[config.mk]
export PLATFORM = sky130hd
export DESIGN_NAME = masked_byte_pattern_scanner_top_flat
export DESIGN_NICKNAME = d
export VERILOG_FILES = /design/src/rtl/core/mbps_pkg.sv /design/src/rtl/core/mbps_req_if.sv /design/src/rtl/core/mbps_rsp_if.sv /design/src/rtl/core/mbps_csr_if.sv /design/src/rtl/core/mbps_csr.sv /design/src/rtl/core/mbps_window.sv /design/src/rtl/core/mbps_match.sv /design/src/rtl/core/masked_byte_pattern_scanner_top.sv /design/src/flat_wrapper.sv
export SDC_FILE = /design/constraint.sdc
export NUM_CORES = 2
export LEC_CHECK = 0
export BUFFER_PORTS_ARGS = -buffer_cell sky130_fd_sc_hd__buf_2
export CORE_MARGIN = 3
export CORE_UTILIZATION = 30
export CTS_BUF_LIST = sky130_fd_sc_hd__clkbuf_2
export DETAILED_ROUTE_END_ITERATION = 7
export GPL_TIMING_DRIVEN = 0
export PLACE_DENSITY = 0.42
export SYNTH_ARGS = -nofsm -noshare
export SYNTH_HDL_FRONTEND = slang
export SYNTH_SLANG_ARGS = --single-unit
[constraint.sdc]
create_clock -name clock -period 11.2 [get_ports clock]
set_clock_uncertainty 0.05 [all_clocks]
set_input_delay 0.56 -clock clock [delete_from_list [all_inputs] [get_ports clock]]
set_output_delay 0.56 -clock clock [all_outputs]
set_load 0.005 [all_outputs]
[src/rtl/core/mbps_pkg.sv]
`default_nettype none
// ----------------------------------------------------------------------------
// mbps_pkg
// Shared constants and types for the masked byte pattern scanner.
// ----------------------------------------------------------------------------
package mbps_pkg;

   localparam int MAX_PATTERN   = 24;
   localparam int OFFSET_BITS   = 32;
   localparam int PATTERN_SLOTS = 24;
   localparam int OFFSET_OUT_W  = 32;
   localparam int WIN_IDX_BITS  = (MAX_PATTERN > 1) ? $clog2(MAX_PATTERN) : 1;
   localparam int CSR_IDX_BITS  = 3;
   localparam int CSR_DATA_BITS = 64;
   localparam int LEN_BITS      = 5;

   localparam logic [CSR_IDX_BITS-1:0] CSR_PATTERN_LOW  = 3'd0;
   localparam logic [CSR_IDX_BITS-1:0] CSR_PATTERN_MID  = 3'd1;
   localparam logic [CSR_IDX_BITS-1:0] CSR_PATTERN_HIGH = 3'd2;
   localparam logic [CSR_IDX_BITS-1:0] CSR_CARE_MASK    = 3'd3;
   localparam logic [CSR_IDX_BITS-1:0] CSR_PATTERN_LEN  = 3'd4;

   localparam logic [OFFSET_BITS-1:0] COUNT_TOP = '1;

   typedef logic [MAX_PATTERN-1:0][7:0]   window_type;
   typedef logic [PATTERN_SLOTS-1:0][7:0] pattern_type;

   typedef struct packed {
      pattern_type               pattern;
      logic [PATTERN_SLOTS-1:0]  care;
      logic [LEN_BITS-1:0]       length;
   } cfg_type;

   typedef struct packed {
      window_type                window;
      logic [OFFSET_BITS-1:0]    count;
   } stage_type;

endpackage
`default_nettype wire

[src/rtl/core/mbps_req_if.sv]
`default_nettype none
// ----------------------------------------------------------------------------
// mbps_req_if
// Input byte channel: one data byte per beat with a region-end marker.
// ----------------------------------------------------------------------------
interface mbps_req_if;
   logic       valid;
   logic       ready;
   logic [7:0] data_byte;
   logic       last_byte;

   modport source(output valid, output data_byte, output last_byte, input ready);
   modport sink(input valid, input data_byte, input last_byte, output ready);
endinterface
`default_nettype wire

[src/rtl/core/mbps_rsp_if.sv]
`default_nettype none
// ----------------------------------------------------------------------------
// mbps_rsp_if
// Result channel: region offset of a matching window per beat.
// ----------------------------------------------------------------------------
interface mbps_rsp_if;
   logic                               valid;
   logic                               ready;
   logic [mbps_pkg::OFFSET_OUT_W-1:0]  match_offset;

   modport source(output valid, output match_offset, input ready);
   modport sink(input valid, input match_offset, output ready);
endinterface
`default_nettype wire

[src/rtl/core/mbps_csr_if.sv]
`default_nettype none
// ----------------------------------------------------------------------------
// mbps_csr_if
// Configuration write channel: register index and write data per beat.
// ----------------------------------------------------------------------------
interface mbps_csr_if;
   logic                                valid;
   logic                                ready;
   logic [mbps_pkg::CSR_IDX_BITS-1:0]   index;
   logic [mbps_pkg::CSR_DATA_BITS-1:0]  data;

   modport source(output valid, output index, output data, input ready);
   modport sink(input valid, input index, input data, output ready);
endinterface
`default_nettype wire

[src/rtl/core/mbps_csr.sv]
`default_nettype none
// ----------------------------------------------------------------------------
// mbps_csr
// Configuration registers: pattern bytes, care mask and pattern length.
// ----------------------------------------------------------------------------
module mbps_csr (
   input  wire logic        clock,
   input  wire logic        reset,
   mbps_csr_if.sink         csr_if,
   output mbps_pkg::cfg_type cfg
);

   logic [63:0]                        pat_low_ff;
   logic [63:0]                        pat_mid_ff;
   logic [63:0]                        pat_high_ff;
   logic [mbps_pkg::PATTERN_SLOTS-1:0] care_ff;
   logic [mbps_pkg::LEN_BITS-1:0]      length_ff;
   logic                               write;

   assign csr_if.ready = 1'b1;
   assign write        = csr_if.valid && csr_if.ready;

   always_ff @(posedge clock) begin
      if (reset) begin
         pat_low_ff  <= '0;
         pat_mid_ff  <= '0;
         pat_high_ff <= '0;
         care_ff     <= '0;
         length_ff   <= '0;
      end else if (write) begin
         case (csr_if.index)
            mbps_pkg::CSR_PATTERN_LOW:  pat_low_ff  <= csr_if.data;
            mbps_pkg::CSR_PATTERN_MID:  pat_mid_ff  <= csr_if.data;
            mbps_pkg::CSR_PATTERN_HIGH: pat_high_ff <= csr_if.data;
            mbps_pkg::CSR_CARE_MASK:
               care_ff <= csr_if.data[mbps_pkg::PATTERN_SLOTS-1:0];
            mbps_pkg::CSR_PATTERN_LEN:
               length_ff <= csr_if.data[mbps_pkg::LEN_BITS-1:0];
            default: begin
            end
         endcase
      end
   end

   assign cfg.pattern = {pat_high_ff, pat_mid_ff, pat_low_ff};
   assign cfg.care    = care_ff;
   assign cfg.length  = length_ff;

endmodule
`default_nettype wire

[src/rtl/core/mbps_window.sv]
`default_nettype none
// ----------------------------------------------------------------------------
// mbps_window
// Sliding byte window and region byte count; registers a snapshot per beat.
// ----------------------------------------------------------------------------
module mbps_window (
   input  wire logic          clock,
   input  wire logic          reset,
   mbps_req_if.sink           req_if,
   output logic               stage_valid,
   input  wire logic          stage_ready,
   output mbps_pkg::stage_type stage
);

   mbps_pkg::window_type               window_ff;
   mbps_pkg::window_type               window_in;
   logic [mbps_pkg::OFFSET_BITS-1:0]   count_ff;
   logic [mbps_pkg::OFFSET_BITS-1:0]   count_in;
   logic                               stage_valid_ff;
   mbps_pkg::stage_type                stage_ff;
   logic                               accept;

   assign req_if.ready = !stage_valid_ff || stage_ready;
   assign accept       = req_if.valid && req_if.ready;

   always_comb begin
      window_in = {window_ff[mbps_pkg::MAX_PATTERN-2:0], req_if.data_byte};
      count_in  = (count_ff == mbps_pkg::COUNT_TOP) ? count_ff
                                                    : count_ff + 1'b1;
   end

   always_ff @(posedge clock) begin
      if (reset) begin
         window_ff      <= '0;
         count_ff       <= '0;
         stage_valid_ff <= 1'b0;
      end else begin
         if (accept) begin
            window_ff      <= req_if.last_byte ? '0 : window_in;
            count_ff       <= req_if.last_byte ? '0 : count_in;
            stage_valid_ff <= 1'b1;
         end else if (stage_ready) begin
            stage_valid_ff <= 1'b0;
         end
      end
   end

   always_ff @(posedge clock) begin
      if (accept) begin
         stage_ff.window <= window_in;
         stage_ff.count  <= count_in;
      end
   end

   assign stage_valid = stage_valid_ff;
   assign stage       = stage_ff;

endmodule
`default_nettype wire

[src/rtl/core/mbps_match.sv]
`default_nettype none
// ----------------------------------------------------------------------------
// mbps_match
// Parallel masked compare of the window snapshot and result register.
// ----------------------------------------------------------------------------
module mbps_match (
   input  wire logic           clock,
   input  wire logic           reset,
   input  wire logic           stage_valid,
   output logic                stage_ready,
   input  mbps_pkg::stage_type stage,
   input  mbps_pkg::cfg_type   cfg,
   mbps_rsp_if.source          rsp_if
);

   logic                                    len_ok;
   logic                                    hit;
   logic [mbps_pkg::WIN_IDX_BITS-1:0]       idx;
   logic [mbps_pkg::OFFSET_BITS-1:0]        diff;
   logic [mbps_pkg::OFFSET_BITS+mbps_pkg::OFFSET_OUT_W-1:0] diff_ext;
   logic                                    rsp_valid_ff;
   logic [mbps_pkg::OFFSET_OUT_W-1:0]       offset_ff;
   logic                                    out_free;
   logic                                    take;

   always_comb begin
      len_ok = (cfg.length != '0) &&
               (int'(cfg.length) <= mbps_pkg::PATTERN_SLOTS) &&
               (int'(cfg.length) <= mbps_pkg::MAX_PATTERN) &&
               (stage.count >= mbps_pkg::OFFSET_BITS'(cfg.length));
      hit = len_ok;
      idx = '0;
      for (int j = 0; j < mbps_pkg::PATTERN_SLOTS; j++) begin
         idx = mbps_pkg::WIN_IDX_BITS'(cfg.length - 1'b1 - mbps_pkg::LEN_BITS'(j));
         if ((j < int'(cfg.length)) && cfg.care[j] && len_ok) begin
            if (stage.window[idx] != cfg.pattern[j]) begin
               hit = 1'b0;
            end
         end
      end
      diff     = stage.count - mbps_pkg::OFFSET_BITS'(cfg.length);
      diff_ext = {{mbps_pkg::OFFSET_OUT_W{1'b0}}, diff};
   end

   assign out_free    = !rsp_valid_ff || rsp_if.ready;
   assign stage_ready = out_free;
   assign take        = stage_valid && out_free;

   always_ff @(posedge clock) begin
      if (reset) begin
         rsp_valid_ff <= 1'b0;
      end else if (take) begin
         rsp_valid_ff <= hit;
      end else if (rsp_if.ready) begin
         rsp_valid_ff <= 1'b0;
      end
   end

   always_ff @(posedge clock) begin
      if (take && hit) begin
         offset_ff <= diff_ext[mbps_pkg::OFFSET_OUT_W-1:0];
      end
   end

   assign rsp_if.valid        = rsp_valid_ff;
   assign rsp_if.match_offset = offset_ff;

endmodule
`default_nettype wire

[src/rtl/core/masked_byte_pattern_scanner_top.sv]
`default_nettype none
// ----------------------------------------------------------------------------
// masked_byte_pattern_scanner_top
// Wildcard byte signature search over a byte stream, one byte per beat.
// Path: accepted byte -> window snapshot register -> result register.
// Throughput: one byte per cycle (window, result registers) unless rsp_if stalls.
// Reset: synchronous; clears window, count, configuration and pending beats.
// ----------------------------------------------------------------------------
module masked_byte_pattern_scanner_top (
   input  wire logic   clock,
   input  wire logic   reset,
   mbps_req_if.sink    req_if,
   mbps_rsp_if.source  rsp_if,
   mbps_csr_if.sink    csr_if
);

   mbps_pkg::cfg_type   cfg;
   mbps_pkg::stage_type stage;
   logic                stage_valid;
   logic                stage_ready;

   mbps_csr u_csr (
      .clock  (clock),
      .reset  (reset),
      .csr_if (csr_if),
      .cfg    (cfg)
   );

   mbps_window u_window (
      .clock       (clock),
      .reset       (reset),
      .req_if      (req_if),
      .stage_valid (stage_valid),
      .stage_ready (stage_ready),
      .stage       (stage)
   );

   mbps_match u_match (
      .clock       (clock),
      .reset       (reset),
      .stage_valid (stage_valid),
      .stage_ready (stage_ready),
      .stage       (stage),
      .cfg         (cfg),
      .rsp_if      (rsp_if)
   );

endmodule
`default_nettype wire
[src/flat_wrapper.sv]
// flat-port wrapper written by rule: the top's interface ports become plain ports
module masked_byte_pattern_scanner_top_flat 
  (clock, reset, req_if_valid, req_if_data_byte, req_if_last_byte, req_if_ready, rsp_if_valid, rsp_if_match_offset, rsp_if_ready, csr_if_valid, csr_if_index, csr_if_data, csr_if_ready);
  mbps_req_if req_if_i ();
  mbps_rsp_if rsp_if_i ();
  mbps_csr_if csr_if_i ();
  input  wire logic clock;
  input  wire logic reset;
  input wire logic [$bits(req_if_i.valid)-1:0] req_if_valid;
  input wire logic [$bits(req_if_i.data_byte)-1:0] req_if_data_byte;
  input wire logic [$bits(req_if_i.last_byte)-1:0] req_if_last_byte;
  output wire logic [$bits(req_if_i.ready)-1:0] req_if_ready;
  output wire logic [$bits(rsp_if_i.valid)-1:0] rsp_if_valid;
  output wire logic [$bits(rsp_if_i.match_offset)-1:0] rsp_if_match_offset;
  input wire logic [$bits(rsp_if_i.ready)-1:0] rsp_if_ready;
  input wire logic [$bits(csr_if_i.valid)-1:0] csr_if_valid;
  input wire logic [$bits(csr_if_i.index)-1:0] csr_if_index;
  input wire logic [$bits(csr_if_i.data)-1:0] csr_if_data;
  output wire logic [$bits(csr_if_i.ready)-1:0] csr_if_ready;
  assign req_if_i.valid = req_if_valid;
  assign req_if_i.data_byte = req_if_data_byte;
  assign req_if_i.last_byte = req_if_last_byte;
  assign req_if_ready = req_if_i.ready;
  assign rsp_if_valid = rsp_if_i.valid;
  assign rsp_if_match_offset = rsp_if_i.match_offset;
  assign rsp_if_i.ready = rsp_if_ready;
  assign csr_if_i.valid = csr_if_valid;
  assign csr_if_i.index = csr_if_index;
  assign csr_if_i.data = csr_if_data;
  assign csr_if_ready = csr_if_i.ready;
  masked_byte_pattern_scanner_top u_core (.clock(clock), .reset(reset), .req_if(req_if_i), .rsp_if(rsp_if_i), .csr_if(csr_if_i));
endmodule
==> qor.yml <==
synthesis:
  syn_area_mm2: 0.0457
  yosysUniqueCellTypes: 98
  synthCells: 4917
  synth_area_per_cell_um2: 9.29
  yosys_most_used_dff: "dfxtp_1"
  syn_nets: 5020
  synthTopCellsByCount: "nand2_1, a21oi_1, dfxtp_1, nor2_1, mux2i_1"
  yosys_warnings: 0
  synth.largest_area_cell: "dfxtp_1"
  synth-seq-cells: 695
  yosysSeqAreaShare_pct: 36.1
  synth_top_area_share_pct: 19.2
  synth.most_common_cell: "nand2_1"
  synth_edf_count: 256
  synth_area_leaders: "dfxtp_1, edfxtp_1, mux4_2"
  async_flop_share_pct: 0
finish:
  n_fill_cell: 15768
  final_util_pct: 35.7
  final_cells: 7697
  multi_input_area_mm2: 0.0273
  register_area_mm2: 0.0165
  syn_to_final_growth_pct: 17.5
  layout.nets: 5600
  drive_gt1_share_pct: 17.2
  final_area_mm2: 0.0537
critical_path:
  cp-start-kind: "flip-flop"
  r2r-start: "u_core.u_csr.length_ff[0]"
  rrSetupSlack_ns: -0.13
  crit_slowest_cell: "o21ai_0"
  cp_slowest_stage_delay_ns: 0.87
  arrival_ns: 12.71
  crit_type: "flip-flop to flip-flop"
  r2r_end: "u_core.u_match.rsp_if.match_offset[13]"
  crit_top_cell: "buf_2"
  reg2reg_depth: 30
  worstSetupStartpoint: "u_core.u_csr.length_ff[0]"
  critPathMaxFanout: 17
  crit_required_ns: 12.58
  critPathCaptureType: "flip-flop"
clock_tree:
  clkLatencyLatePin_ns: 1.78
  cts.htree.levels: 4
  clockBufferDepth: 3
  cts_root_buf: "clkbuf_2"
  cts_tree: "built"
  clk_pin_slew_ns: 0.10
  cts_buffers: 193
  cts.sinks: 695
sta:
  setup_tns_ns: -2.02
  slew_headroom_pct: -11.1
  finalSetupViolCount: 18
  finalWorstSetupSlack_ns: -0.126
  fmax_mhz: 88.3
  fin_crit_sh_pct: 101
  worst_pin_slew_ns: 1.62
  rsz0062_at_grt: "no"
  hold_violations: 0
  period_minus_slack_ns: 11.33
  drv_slew: 22
power_and_ir_drop:
  power_mw: 6.54
  p_leak_nw: 19.1
  power_density_mw_per_mm2: 122
  peakVddDrop_uv: 94.7
detailed_routing:
  avgViaCountPerCell: 5.83
  drtPass1Iterations: 6
  ant_nets: 0
  drtIter0Drc: 4846
  wire_per_inst_um: 36.3
  wl_mm: 279
  drc: 0
  vias: 44877
global_route:
  grt_pass1_vias: 42646
  grt_max_degree: 65
  grt_usage_pct: 34.6
  grt_antenna_before_repair: 27
  overflow: 0
  grt_pass1_wl_mm: 373
placement:
  portBuffers: 112
  hpwlAfterDp_mm: 223
  place_area_mm2: 0.0491
  routabilityCongestion: 1.06
  dp.cells: 7064
worst_hold_path:
  hp-class: "flip-flop to flip-flop"
  hp-start: "u_core.u_window.window_ff[146]"
  hold_path_depth: 0
  hold_end: "u_core.u_window.stage[186]"
floorplan:
  core_mm2: 0.150
  io_pins: 116
  die_w_um: 396
  rows: 142
  die_h_um: 396
  dieArea_mm2: 0.157
  initial_core_util_pct: 30.3
run:
  drv_cap: 7
outcome:
  status: "finished, violations left"
  violations: "max-capacitance violations, max-slew violations, negative setup slack"
-- worst max-delay path by stage --
stage / slack (ns) / endpoint
after detailed placement: -2.37 / u_core.u_match.rsp_if.match_offset[17]
after CTS: 0.08 / u_core.u_match.rsp_if.match_offset[13]
after floorplan: 2.75 / u_core.u_match.rsp_if.match_offset[0]
final: -0.13 / u_core.u_match.rsp_if.match_offset[13]
after global routing: 0.16 / u_core.u_match.rsp_if.valid
after global placement: -4.49 / u_core.u_match.rsp_if.match_offset[14]
-- report_power, final --
group / total, mW / switching (mW) / internal (mW)
sequential: 2.75 / 0.0889 / 2.67
combinational: 1.79 / 1.21 / 0.582
clock: 2.00 / 1.21 / 0.786
-- critical path: cells and delay by family (launching register included) --
kind / cells / cell delay [ns]
flip-flops: 1 / 0.41
AO/OA/AOI/OAI: 4 / 1.43
AND/OR/NAND/NOR: 3 / 1.10
buffers and inverters: 17 / 6.22
XOR/XNOR: 4 / 1.14
adder cells (fa/ha/maj): 2 / 0.54
-- registers in the layout, indices dropped and copies added (netlist names) --
register	count
u_core.u_csr.care_ff	24
u_core.u_csr.pat_high_ff	64
u_core.u_window.count_ff	32
u_core.u_window.stage	224
u_core.u_window.window_ff	184
u_core.u_match.rsp_if.match_offset	32
u_core.u_csr.pat_mid_ff	64
u_core.u_window.stage_valid	1
u_core.u_match.rsp_if.valid	1
u_core.u_csr.pat_low_ff	64
u_core.u_csr.length_ff	5
-- layout make-up --
cell class              count  share of cell area [%]
inverters                  67                   0.473
multi-input cells        3776                    50.9
well taps                2016                    4.70
repair buffers            385                    6.37
clock inverters            57                   0.697
plain buffers             379                    3.20
diodes                     16                  0.0746
clock buffers             306                    2.85
flip-flops and latches    695                    30.7
-- per-stage QoR --
step                      hold WS, ns  worst slack, ns
final                           0.200           -0.126
after global routing           0.0633            0.159
after CTS                     0.00187           0.0769
after detailed placement        0.367            -2.37
after global placement          0.366            -4.49
after floorplan                 0.359             2.75
-- cell families (layout without fill, tap and decap cells) --
kind of cell | count (synthesis) | after routing | share of synthesized area, %
and+or+nand+nor | 1701 | 1701 | 18.3
buffers and inverters | 446 | 1194 | 4.25
xor gates and xnor gates | 317 | 317 | 6.29
muxes | 641 | 641 | 19.6
AOI/OAI and AO/OA | 1094 | 1094 | 14.9
DFF | 695 | 695 | 36.1
adders and majority gates | 22 | 22 | 0.619
other | 1 | 17 | 0.00821
-- placed cells by master (no fill, tap or decap), types with 29 or more instances in the layout --
cell	n
a211oi_1	34
a21oi_1	534
a22oi_1	43
a31oi_1	42
and3_1	38
buf_1	29
buf_2	187
buf_4	44
clkbuf_1	223
clkbuf_2	313
clkinv_1	41
dfxtp_1	439
dlygate4sd3_1	247
edfxtp_1	256
inv_1	60
mux2_2	140
mux2i_1	301
mux4_2	180
nand2_1	642
nand3_1	73
nand4_1	40
nor2_1	385
nor3_1	93
nor3b_1	201
nor4_1	33
nor4b_1	30
o211ai_1	29
o21ai_0	125
o22ai_1	34
or3_1	34
xnor2_1	175
xor2_1	131
-- repair_timing --
action	in CTS	in global routing
resized for setup	14	1
gates cloned	0	0
endpoints found under the hold margin	353	0
endpoints found under the setup margin	33	32
hold buffers	247	0
buffers inserted	0	4
-- metal layers --
metal	global-route usage (%)	part of all wire (%)	up-vias	wire, um
met5	0	0.034	-	96
met3	9.29	8.5	563	23800
met4	21.3	7.0	14	19600
met2	51.2	42	2102	119000
li1	-	-	19547	-
met1	44.9	42	22651	117000
(Power assumes the default switching activity.)
